--- src/assert_macros.svh ---
// Assertion shorthands shared by ofr_root_stage and the top-level module.
`ifndef ASSERT_MACROS_SVH
`define ASSERT_MACROS_SVH

// Consequent must hold in the same cycle as the antecedent.
`define ASSERT_IMPLIES(label, clk, rst, ante, cons, msg) \
  label: assert property (@(posedge clk) disable iff (rst) (ante) |-> (cons)) \
    else $error(msg);

// Consequent must hold in the cycle after the antecedent.
`define ASSERT_NEXT(label, clk, rst, ante, cons, msg) \
  label: assert property (@(posedge clk) disable iff (rst) (ante) |=> (cons)) \
    else $error(msg);

`endif

--- src/ofr_pkg.sv ---
// ----------------------------------------------------------------------------
// ofr_pkg
// Shared widths, limits and vector indexes for the orthonormal frame pipeline.
// ----------------------------------------------------------------------------
package ofr_pkg;

  // Input components after range reduction: magnitude up to 2^15.
  localparam int VEC_W  = 17;
  // Products of two reduced components and their short sums.
  localparam int PROD_W = 34;
  // Widest pre-normalization component (projection-removed second vector).
  localparam int BP_W   = 52;
  // Magnitude after mid reduction: up to 2^31.
  localparam int MAG_W  = 32;
  // Square of a magnitude and the sum of three squares.
  localparam int SQ_W   = 64;
  // Result component width.
  localparam int OUT_W  = 16;

  localparam int LIMIT_IN = 32768;
  localparam longint unsigned LIMIT_MID = 64'h0000_0000_8000_0000;

  // Vector slots through the pipeline.
  localparam int VEC_A = 0;
  localparam int VEC_B = 1;
  localparam int VEC_N = 2;

  typedef logic signed [VEC_W-1:0] vec_comp_t;
  typedef logic signed [PROD_W-1:0] prod_t;
  typedef logic signed [BP_W-1:0] wide_comp_t;
  typedef logic [MAG_W-1:0] mag_t;
  typedef logic [SQ_W-1:0] sq_t;
  typedef logic signed [OUT_W-1:0] out_comp_t;

endpackage

--- src/ofr_finish.sv ---
// ----------------------------------------------------------------------------
// ofr_finish
// Applies sign, Q1.15 saturation and the degenerate override; holds the
// result beat for the output channel.
// ----------------------------------------------------------------------------
module ofr_finish #(
  parameter int FRAC_BITS = 15
) (
  input  logic                clk,
  input  logic                rst,
  input  logic                in_valid,
  output logic                in_ready,
  input  logic [FRAC_BITS:0]  cur_in [3][3],
  input  logic                neg_in [3][3],
  input  logic                ok_in,
  output logic                out_valid,
  input  logic                out_ready,
  output ofr_pkg::out_comp_t  comp [3][3],
  output logic                degenerate
);

  localparam int CL_W = 33;
  localparam logic [FRAC_BITS:0]   TOP     = {1'b0, {FRAC_BITS{1'b1}}};
  localparam logic signed [CL_W-1:0] OUT_MAX = 33'sd32767;
  localparam logic signed [CL_W-1:0] OUT_MIN = -33'sd32768;

  logic               v;
  ofr_pkg::out_comp_t comp_n [3][3];

  assign in_ready  = !v || out_ready;
  assign out_valid = v;

  always_comb begin : shape
    logic [FRAC_BITS:0]     lim;
    logic signed [CL_W-1:0] w;
    for (int vv = 0; vv < 3; vv++) begin
      for (int c = 0; c < 3; c++) begin
        lim = (cur_in[vv][c] > TOP) ? TOP : cur_in[vv][c];
        w   = neg_in[vv][c] ? signed'(-CL_W'(cur_in[vv][c])) : signed'(CL_W'(lim));
        if (w > OUT_MAX) begin
          w = OUT_MAX;
        end else if (w < OUT_MIN) begin
          w = OUT_MIN;
        end
        comp_n[vv][c] = ok_in ? signed'(w[ofr_pkg::OUT_W-1:0]) : '0;
      end
    end
  end

  always_ff @(posedge clk) begin
    if (rst) begin
      v <= 1'b0;
    end else if (in_ready) begin
      v <= in_valid;
    end
  end

  always_ff @(posedge clk) begin
    if (in_ready) begin
      comp       <= comp_n;
      degenerate <= !ok_in;
    end
  end

endmodule

--- config.mk ---
export PLATFORM = sky130hd
export DESIGN_NAME = ofr_finish
export DESIGN_NICKNAME = d
export VERILOG_FILES = /design/src/assert_macros.svh /design/src/ofr_pkg.sv /design/src/ofr_finish.sv
export SDC_FILE = /design/constraint.sdc
export NUM_CORES = 1
export LEC_CHECK = 0
export BUFFER_PORTS_ARGS = -buffer_cell sky130_fd_sc_hd__buf_2
export CELL_PAD_IN_SITES_DETAIL_PLACEMENT = 0
export CELL_PAD_IN_SITES_GLOBAL_PLACEMENT = 2
export CORE_ASPECT_RATIO = 1.75
export CORE_UTILIZATION = 33
export CTS_BUF_LIST = sky130_fd_sc_hd__clkbuf_8 sky130_fd_sc_hd__clkbuf_16
export DETAILED_ROUTE_END_ITERATION = 6
export MAX_ROUTING_LAYER = met4
export PLACE_DENSITY = 0.88
export SLEW_MARGIN = 20
export SYNTH_ARGS = -nofsm -noshare
export SYNTH_HDL_FRONTEND = slang
export SYNTH_SLANG_ARGS = --single-unit
--- constraint.sdc ---
create_clock -name clk -period 10.7 [get_ports clk]
set_input_delay 2.14 -clock clk [delete_from_list [all_inputs] [get_ports clk]]
set_output_delay 2.14 -clock clk [all_outputs]
set_load 0.03 [all_outputs]
After elaboration in Yosys (flattened, before gate mapping)
Index checks and enable logic that the tools add are counted.
{"block": "word_totals", "register_bits": 146, "elab_cells": 105}
{"block": "op_classes", "n_addsub": 9, "n_lt_le_gt_ge": 27, "mux": 36, "bitwise": 1, "reduce_logical": 12}
{"op": "> comparator 33 x 16 -> 1 bit (second input constant)", "count": 9}
{"op": "< comparator 33 x 16 -> 1 bit (second input constant)", "count": 9}
{"op": "2-to-1 mux 33 bit", "count": 9}
{"op": "negator 16 -> 33 bit", "count": 9}
{"op": "2-to-1 mux 16 bit", "count": 18}
{"op": "> comparator 16 x 15 -> 1 bit (second input constant)", "count": 9}
{"op": "2-to-1 mux 15 bit", "count": 9}
{"op": "OR reduction 2 bit", "count": 9}
{"op": "zero test 1 bit", "count": 2}
{"op": "logical OR 1 bit", "count": 1}
{"op": "NOT 1 bit", "count": 1}

Logic depth before layout (Yosys ltp)
Gate-level depths: netlist of the first run.
{"block": "logic_depth", "ltp_word": 6, "ltp_mapped": 10, "ltp_nobuf": 9}

Least setup slack after synthesis of the first run
Ideal clock, no wire load.
{"block": "synth_path", "path_type": "in2out", "from": "in out_ready", "to": "out in_ready", "arrival_time_ns": 5.860, "required_time_ns": 8.560, "slack_ns": 2.700, "stages": 1, "n_path_buf": 0, "path_cell_list": "nand2b_1"}
{"block": "synth_between", "elab_chain_cells": 1}
{"element": "from (decl)", "line": "ofr_finish.sv:17", "rtl": "input logic out_ready,"}
{"element": "logical OR 1 bit", "line": "ofr_finish.sv:30", "rtl": "assign in_ready = !v || out_ready;"}
{"element": "to (decl)", "line": "ofr_finish.sv:12", "rtl": "output logic in_ready,"}
Every way passes these cells.

Worst setup path after layout of the first run
{"block": "layout_path", "from": "in cur_in[82] (netlist name)", "to": "reg comp[92] (netlist name), data pin"}
{"block": "layout_between", "elab_chain_cells": 6, "word_cells_on_any_way": 8, "cone_classes": "1 x add/sub; 3 x order compare; 4 x mux"}
{"element": "from (decl)", "line": "ofr_finish.sv:13", "rtl": "input logic [FRAC_BITS:0] cur_in [3][3],"}
{"element": "> comparator 16 x 15 -> 1 bit", "line": "ofr_finish.sv:38", "rtl": "lim = (cur_in[vv][c] > TOP) ? TOP : cur_in[vv][c];"}
{"element": "2-to-1 mux 16 bit", "line": "ofr_finish.sv:38"}
{"element": "2-to-1 mux 33 bit (*)", "line": "ofr_finish.sv:39", "rtl": "w = neg_in[vv][c] ? signed'(-CL_W'(cur_in[vv][c])) : signed'(CL_W'(lim));"}
{"element": "< comparator 33 x 16 -> 1 bit", "line": "ofr_finish.sv:42", "rtl": "end else if (w < OUT_MIN) begin"}
{"element": "2-to-1 mux 16 bit", "line": "ofr_finish.sv:42"}
{"element": "2-to-1 mux 15 bit (*)", "line": "ofr_finish.sv:40", "rtl": "if (w > OUT_MAX) begin"}
{"element": "to (signal assigned)", "line": "ofr_finish.sv:60", "rtl": "comp <= comp_n;"}
{"element": "to (decl)", "line": "ofr_finish.sv:18", "rtl": "output ofr_pkg::out_comp_t comp [3][3],"}
Every way passes the cells marked *; elsewhere a longest branch is shown, timed or not.
A chain may end at the register's enable or synchronous reset.

==> impl_metrics.toml, run 1 <==
[detailed_routing]
routed_wl_um = 30540
vias = 9123
drt_iter0_drc = 462
drcViolationCount = 0
wire_per_inst_um = 18.07
via_per_inst = 5.398
dr.pass1.iters = 5
route.antenna.remaining_nets = 0

[layout]
drive_above_1_share_pct = 28.55
area.growth.synth_to_final_pct = 24.96
finalNetCount = 1473

[critical_path]
crit_chain = "buf_2 > or4_1 > nor4_2 > nor3b_1 > ha_1 > inv_1 > a311oi_2 > o21ai_0 > o21ai_0"
worst-path-max-fanout = 12
r2r_slack_ps = 8930
critPathRequiredTime_ps = 10980
cpMostUsedCell = "o21ai_0"
reg2regPathDepth = 2
cp-end-kind = "flop"
r2r_start = "out_valid$_SDFFE_PP0P_"
crit_type = "in2reg"
slowest_delay_ps = 780
slowest_stage = "a311oi_2"
cp.arrival_ps = 5380
reg2reg_to = "comp[122]$_SDFFCE_PN0P_"
cp-start-kind = "input pin"

[flow_run]
drv_cap = 0

[cts]
hold_buffers = 0
cts_setup_buffers = 0
cts_buffers = 17
cts-root-buf = "clkbuf_16"
cts_tree = "done"
cts_resized = 0
insertion_delay_ps = 440
clkTransAtPathRegs_ps = 60
cts.path.max_buffers = 2
h-tree-depth = 4
cts_sinks = 146

[sta]
max_slew.worst_pin.slew_ps = 1048
finalSetupTns_ps = 0
period_needed_ps = 5093
drv_slew = 0
setup_viol = 0
rsz0062_at_grt = "false"
hold_viol = 0
finalCritPeriodShare_pct = 47.60
hold_ws_ps = 811.5
slew_headroom_pct = 29.67
finalClockSkew_ps = 5.854
fmax_mhz = 196.3
layout_setup_ws_ps = 5607

[global_route]
gr-usage-all-layers_pct = 20.81
grt_pass1_vias = 8987
antenna_found_initial = 2
grt-ovfl-total = 0
grt_pass1_wl_um = 47760
grt_max_degree = 65

[pwr]
vdd_ir_drop_max_uv = 108.7
power.leakage_nw = 4.821
finalPower_mw = 1.679
power_density_nw_per_um2 = 138.6

[logic_synthesis]
syn_inst = 1023
synth-seq-area-share_pct = 45.12
synth_fp_nets = 1199
post-synth-top-count-cell = "edfxtp_1"
synth-edff-count = 145
ys_top_cells_by_area = "edfxtp_1 (45%), o21ai_0 (6.9%), xor2_1 (4.2%), o22ai_1 (3.7%), xnor2_1 (3.3%)"
synth-async-reset-ratio_pct = 0
synth_largest_area_cell = "edfxtp_1"
netlist_top_cells_count = "edfxtp_1 (145), o21ai_0 (133), nor2_1 (73)"
syn_avg_cell_area_um2 = 9.478
yosysWarnings = 0
yosysTopAreaCellShare_pct = 44.91
synth_area_um2 = 9696
ys_types = 70
synth_ff_type = "edfxtp_1"
synth-seq-cells = 146

[hold_path]
holdPathStages = 1
min_to = "comp[105]$_SDFFCE_PN0P_"
hold_class = "reg2reg"
holdCritStartpoint = "out_valid$_SDFFE_PP0P_"

[floorplan]
num_rows = 82
fp.coreArea_um2 = 28730
ioPinCount = 305
die_y_um = 228.8
dieArea_um2 = 30100
start_util_pct = 33.75
die_x_um = 131.6

[place]
dp_hpwl_um = 23380
gp_congestion = 0.8734
io_buffer_count = 304
place_ws_ps = 5214

[run_status]
status = "complete, no violations"
critical path: cells and delay by family:
family | cells | cell delay [ps]
buf+inv | 2 | 190
fa+ha+maj | 1 | 170
simple gates | 3 | 1550
compound gates | 3 | 1320
cells by family after synthesis:
kind of cell	after synthesis	synth area share (%)
xor gates and xnor gates	83	7.498
muxes	3	0.3097
and+or+nand+nor	353	19.89
AOI/OAI and AO/OA	321	20.82
DFF	146	45.12
adders and majority gates	18	2.323
buffers and inverters	99	4.052
registers in the layout, indices dropped and copies added (netlist names):
signal	cells
out_valid	1
degenerate	1
comp	144
area by class of cell:
type / instances / area [um^2]
clock inverters: 15 / 142.6
clock buffers: 17 / 425.4
inverters: 43 / 161.4
flip-flops and latches: 146 / 4374
repair buffers: 311 / 1574
well taps: 378 / 473.0
fillers: 2897 / 16610
multi-input cells: 778 / 4960
diodes: 2 / 5.005
layer usage:
layer | wire length, um | part of all wire, % | GRT usage, % | up-vias
met5 | 0 | 0 | - | -
met4 | 748 | 2.4 | 8.031 | 0
met3 | 1309 | 4.3 | 3.593 | 40
met2 | 17190 | 56 | 38.92 | 280
met1 | 11290 | 37 | 21.28 | 4305
li1 | - | - | - | 4498
worst max-delay path by stage:
| stage | depth (start not counted) | slack, ps | to | startpoint |
|---|---|---|---|---|
| 6_report | 9 | 5610 | comp[92]$_SDFFCE_PN0P_ | cur_in[82] |
| 5_1_grt | 9 | 5310 | comp[92]$_SDFFCE_PN0P_ | cur_in[82] |
| 4_1_cts | 9 | 5650 | comp[91]$_SDFFCE_PN0P_ | cur_in[82] |
| 3_5_place_dp | 9 | 5210 | comp[91]$_SDFFCE_PN0P_ | cur_in[82] |
| 3_3_place_gp | 9 | 5270 | comp[94]$_SDFFCE_PN0P_ | cur_in[82] |
| 2_1_floorplan | 1 | 2700 | in_ready | out_ready |
where the power goes:
part	total, mW	switching [mW]	leakage [nW]	internal [mW]
registers	0.707	0.0143	1.62	0.692
clock network	0.587	0.248	0.260	0.339
logic	0.385	0.271	2.94	0.115
stage by stage:
| step | instance area (um^2) | util, % | instances |
|---|---|---|---|
| final | 12120 | 42.17 | 1690 |
| after global routing | 12120 | 42.17 | 1690 |
| after CTS | 12090 | 42.09 | 1688 |
| after detailed placement | 11520 | 40.12 | 1656 |
| after floorplan | 9696 | - | 1023 |
| after global placement | 11520 | 40.12 | 1656 |
layout by cell type, fill, tap and decap left out, types with 8 or more instances in the layout:
cell and instances:
a21oi_1 35, buf_2 304, clkbuf_16 17, edfxtp_1 145
ha_1 18, inv_1 41, nand2_1 55, nand2b_1 8
nand3_1 22, nand4_1 17, nor2_1 73, nor3_1 57
nor3b_1 8, nor4_1 27, o21ai_0 131, o221ai_1 10
o22ai_1 58, o2bb2ai_1 17, o31ai_1 12, or2_2 9
or3_1 12, or4_1 15, xnor2_1 36, xor2_1 47
No activity file was read; power rests on OpenSTA's default activity.
==> run 2: changes to the inputs <==
--- a/config.mk
+++ b/config.mk
@@ -9,11 +9,11 @@
 export CELL_PAD_IN_SITES_DETAIL_PLACEMENT = 0
 export CELL_PAD_IN_SITES_GLOBAL_PLACEMENT = 2
 export CORE_ASPECT_RATIO = 1.75
-export CORE_UTILIZATION = 33
+export CORE_UTILIZATION = 31
 export CTS_BUF_LIST = sky130_fd_sc_hd__clkbuf_8 sky130_fd_sc_hd__clkbuf_16
 export DETAILED_ROUTE_END_ITERATION = 6
 export MAX_ROUTING_LAYER = met4
-export PLACE_DENSITY = 0.88
+export PLACE_DENSITY = 0.83
 export SLEW_MARGIN = 20
 export SYNTH_ARGS = -nofsm -noshare
 export SYNTH_HDL_FRONTEND = slang
==> constraint.sdc (replaced) <==
create_clock -name clk -period 5.1 [get_ports clk]
set_input_delay 1.02 -clock clk [delete_from_list [all_inputs] [get_ports clk]]
set_output_delay 1.02 -clock clk [all_outputs]
set_load 0.03 [all_outputs]
==> impl_metrics.toml, run 2 (synthesis gave the netlist of run 1 again) <==
[run_status]
status = "complete, no violations"

[pwr]
power_density_nw_per_um2 = 301.2
p_clk_share_pct = 37.7
p_sw_share_pct = 29.53
power.leakage_nw = 4.924
combPwrFrac_pct = 22.0
power.internal_mw = 2.601
vdd_ir_drop_max_uv = 242.1
p_switching_mw = 1.090
p_seq_share_pct = 40.3

[sta]
max_slew.worst_pin.slew_ps = 1004
hold_ws_ps = 726.0
setup_viol = 0
fmax_mhz = 262.8
finalSetupTns_ps = 0
period_needed_ps = 3805
slew_headroom_pct = 32.64
finalCritPeriodShare_pct = 74.61
drv_slew = 0
rsz0062_at_grt = "false"
hold_viol = 0
finalClockSkew_ps = 7.881

[cts]
cts_resized = 0
cts_tree = "done"
cts-root-buf = "clkbuf_16"
insertion_delay_ps = 440
cts_setup_buffers = 0
cts_sinks = 146
h-tree-depth = 4
hold_buffers = 0
cts_buffers = 17
cts.path.max_buffers = 2
clkTransAtPathRegs_ps = 60

[layout]
final_common_cell = "buf_2"
area.growth.synth_to_final_pct = 26.40
fillerInstances = 3138
finalNetCount = 1482
final_cell_mix = "buf_2 (304), edfxtp_1 (145), o21ai_0 (133)"
seq_area_um2 = 4374
top_register = "comp"
drive_above_1_share_pct = 28.68
fin_util_pct = 39.87
largest_reg_flops = 144
multiInputGateArea_um2 = 4936

[place]
io_buffer_count = 304
dp_hpwl_um = 24900
gp_congestion = 0.8475

[critical_path]
cp-start-kind = "input pin"
cp.arrival_ps = 3970
critPathLaunch = "cur_in[82]"
reg2regPathDepth = 2
crit_type = "in2reg"
worst-path-max-fanout = 12
reg2reg_to = "comp[43]$_SDFFCE_PN0P_"
cp-end-kind = "flop"
critPathRequiredTime_ps = 5260
r2r_slack_ps = 3490
r2r_start = "out_valid$_SDFFE_PP0P_"

[floorplan]
start_util_pct = 31.54
die_y_um = 236.0
die_x_um = 135.7
num_rows = 85
dieArea_um2 = 32010
ioPinCount = 305
fp.coreArea_um2 = 30740

[detailed_routing]
wire_per_inst_um = 18.57
drcViolationCount = 0
dr.pass1.iters = 5
routed_wl_um = 31790
via_per_inst = 5.390
drt_iter0_drc = 363
vias = 9227
route.antenna.remaining_nets = 0

[global_route]
antenna_found_initial = 3
gr-usage-all-layers_pct = 20.57
grt_pass1_vias = 9113
grt_max_degree = 68
grt-ovfl-total = 0
grt_pass1_wl_um = 48730

[hold_path]
hold_class = "in2reg"
min_to = "out_valid$_SDFFE_PP0P_"
holdCritStartpoint = "rst"
holdPathStages = 2

[flow_run]
drv_cap = 0
## run 2: power by group through the flow
stage | combinational (mW) | clock (mW) | sequential, mW
final | 0.814 | 1.39 | 1.49
after global routing | 0.876 | 1.47 | 1.50
after global placement | 0.818 | 0 | 1.51
after detailed placement | 0.820 | 0 | 1.51
after floorplan | 0.260 | 0 | 1.75
after CTS | 0.821 | 1.43 | 1.49
## run 2: final cells by class
cell class              count  share of cell area, %
inverters                  43                  1.317
flip-flops and latches    146                  35.69
repair buffers            320                  13.39
well taps                 391                  3.992
clock buffers              17                  3.471
diodes                      3                0.06126
clock inverters            14                  1.797
multi-input cells         778                  40.28
## run 2: worst max-delay path, cell delays in order
cell and delay, ps:
buf_2 130, or4_1 720, nor4_2 560, nor3b_1 260
ha_1 270, nor4b_1 260, or4_1 430, or2_1 200
o21ai_0 110
## run 2: worst max path at each step
stage                                    endpoint  depth (start not counted)
after floorplan                          in_ready                          1
after CTS                 comp[118]$_SDFFCE_PN0P_                          9
after global routing       comp[92]$_SDFFCE_PN0P_                          9
after global placement    comp[120]$_SDFFCE_PN0P_                          9
final                      comp[92]$_SDFFCE_PN0P_                          9
after detailed placement  comp[118]$_SDFFCE_PN0P_                          9
## run 2: metal layers
metal	share of wire [%]	global-route usage, %	up-vias
met2	57	39.24	256
met3	4.5	3.954	48
li1	-	-	4528
met5	0	-	-
met4	3.2	9.023	0
met1	35	19.27	4395
## run 2: stage by stage
stage	std cells	worst slack, ps	total power [mW]	cell area [um^2]
2_1_floorplan	1023	1084	2.009	9698
3_3_place_gp	1678	935.5	2.330	11600
3_5_place_dp	1678	871.4	2.334	11600
4_1_cts	1709	1357	3.743	12250
5_1_grt	1712	1052	3.845	12260
6_report	1712	1295	3.692	12260
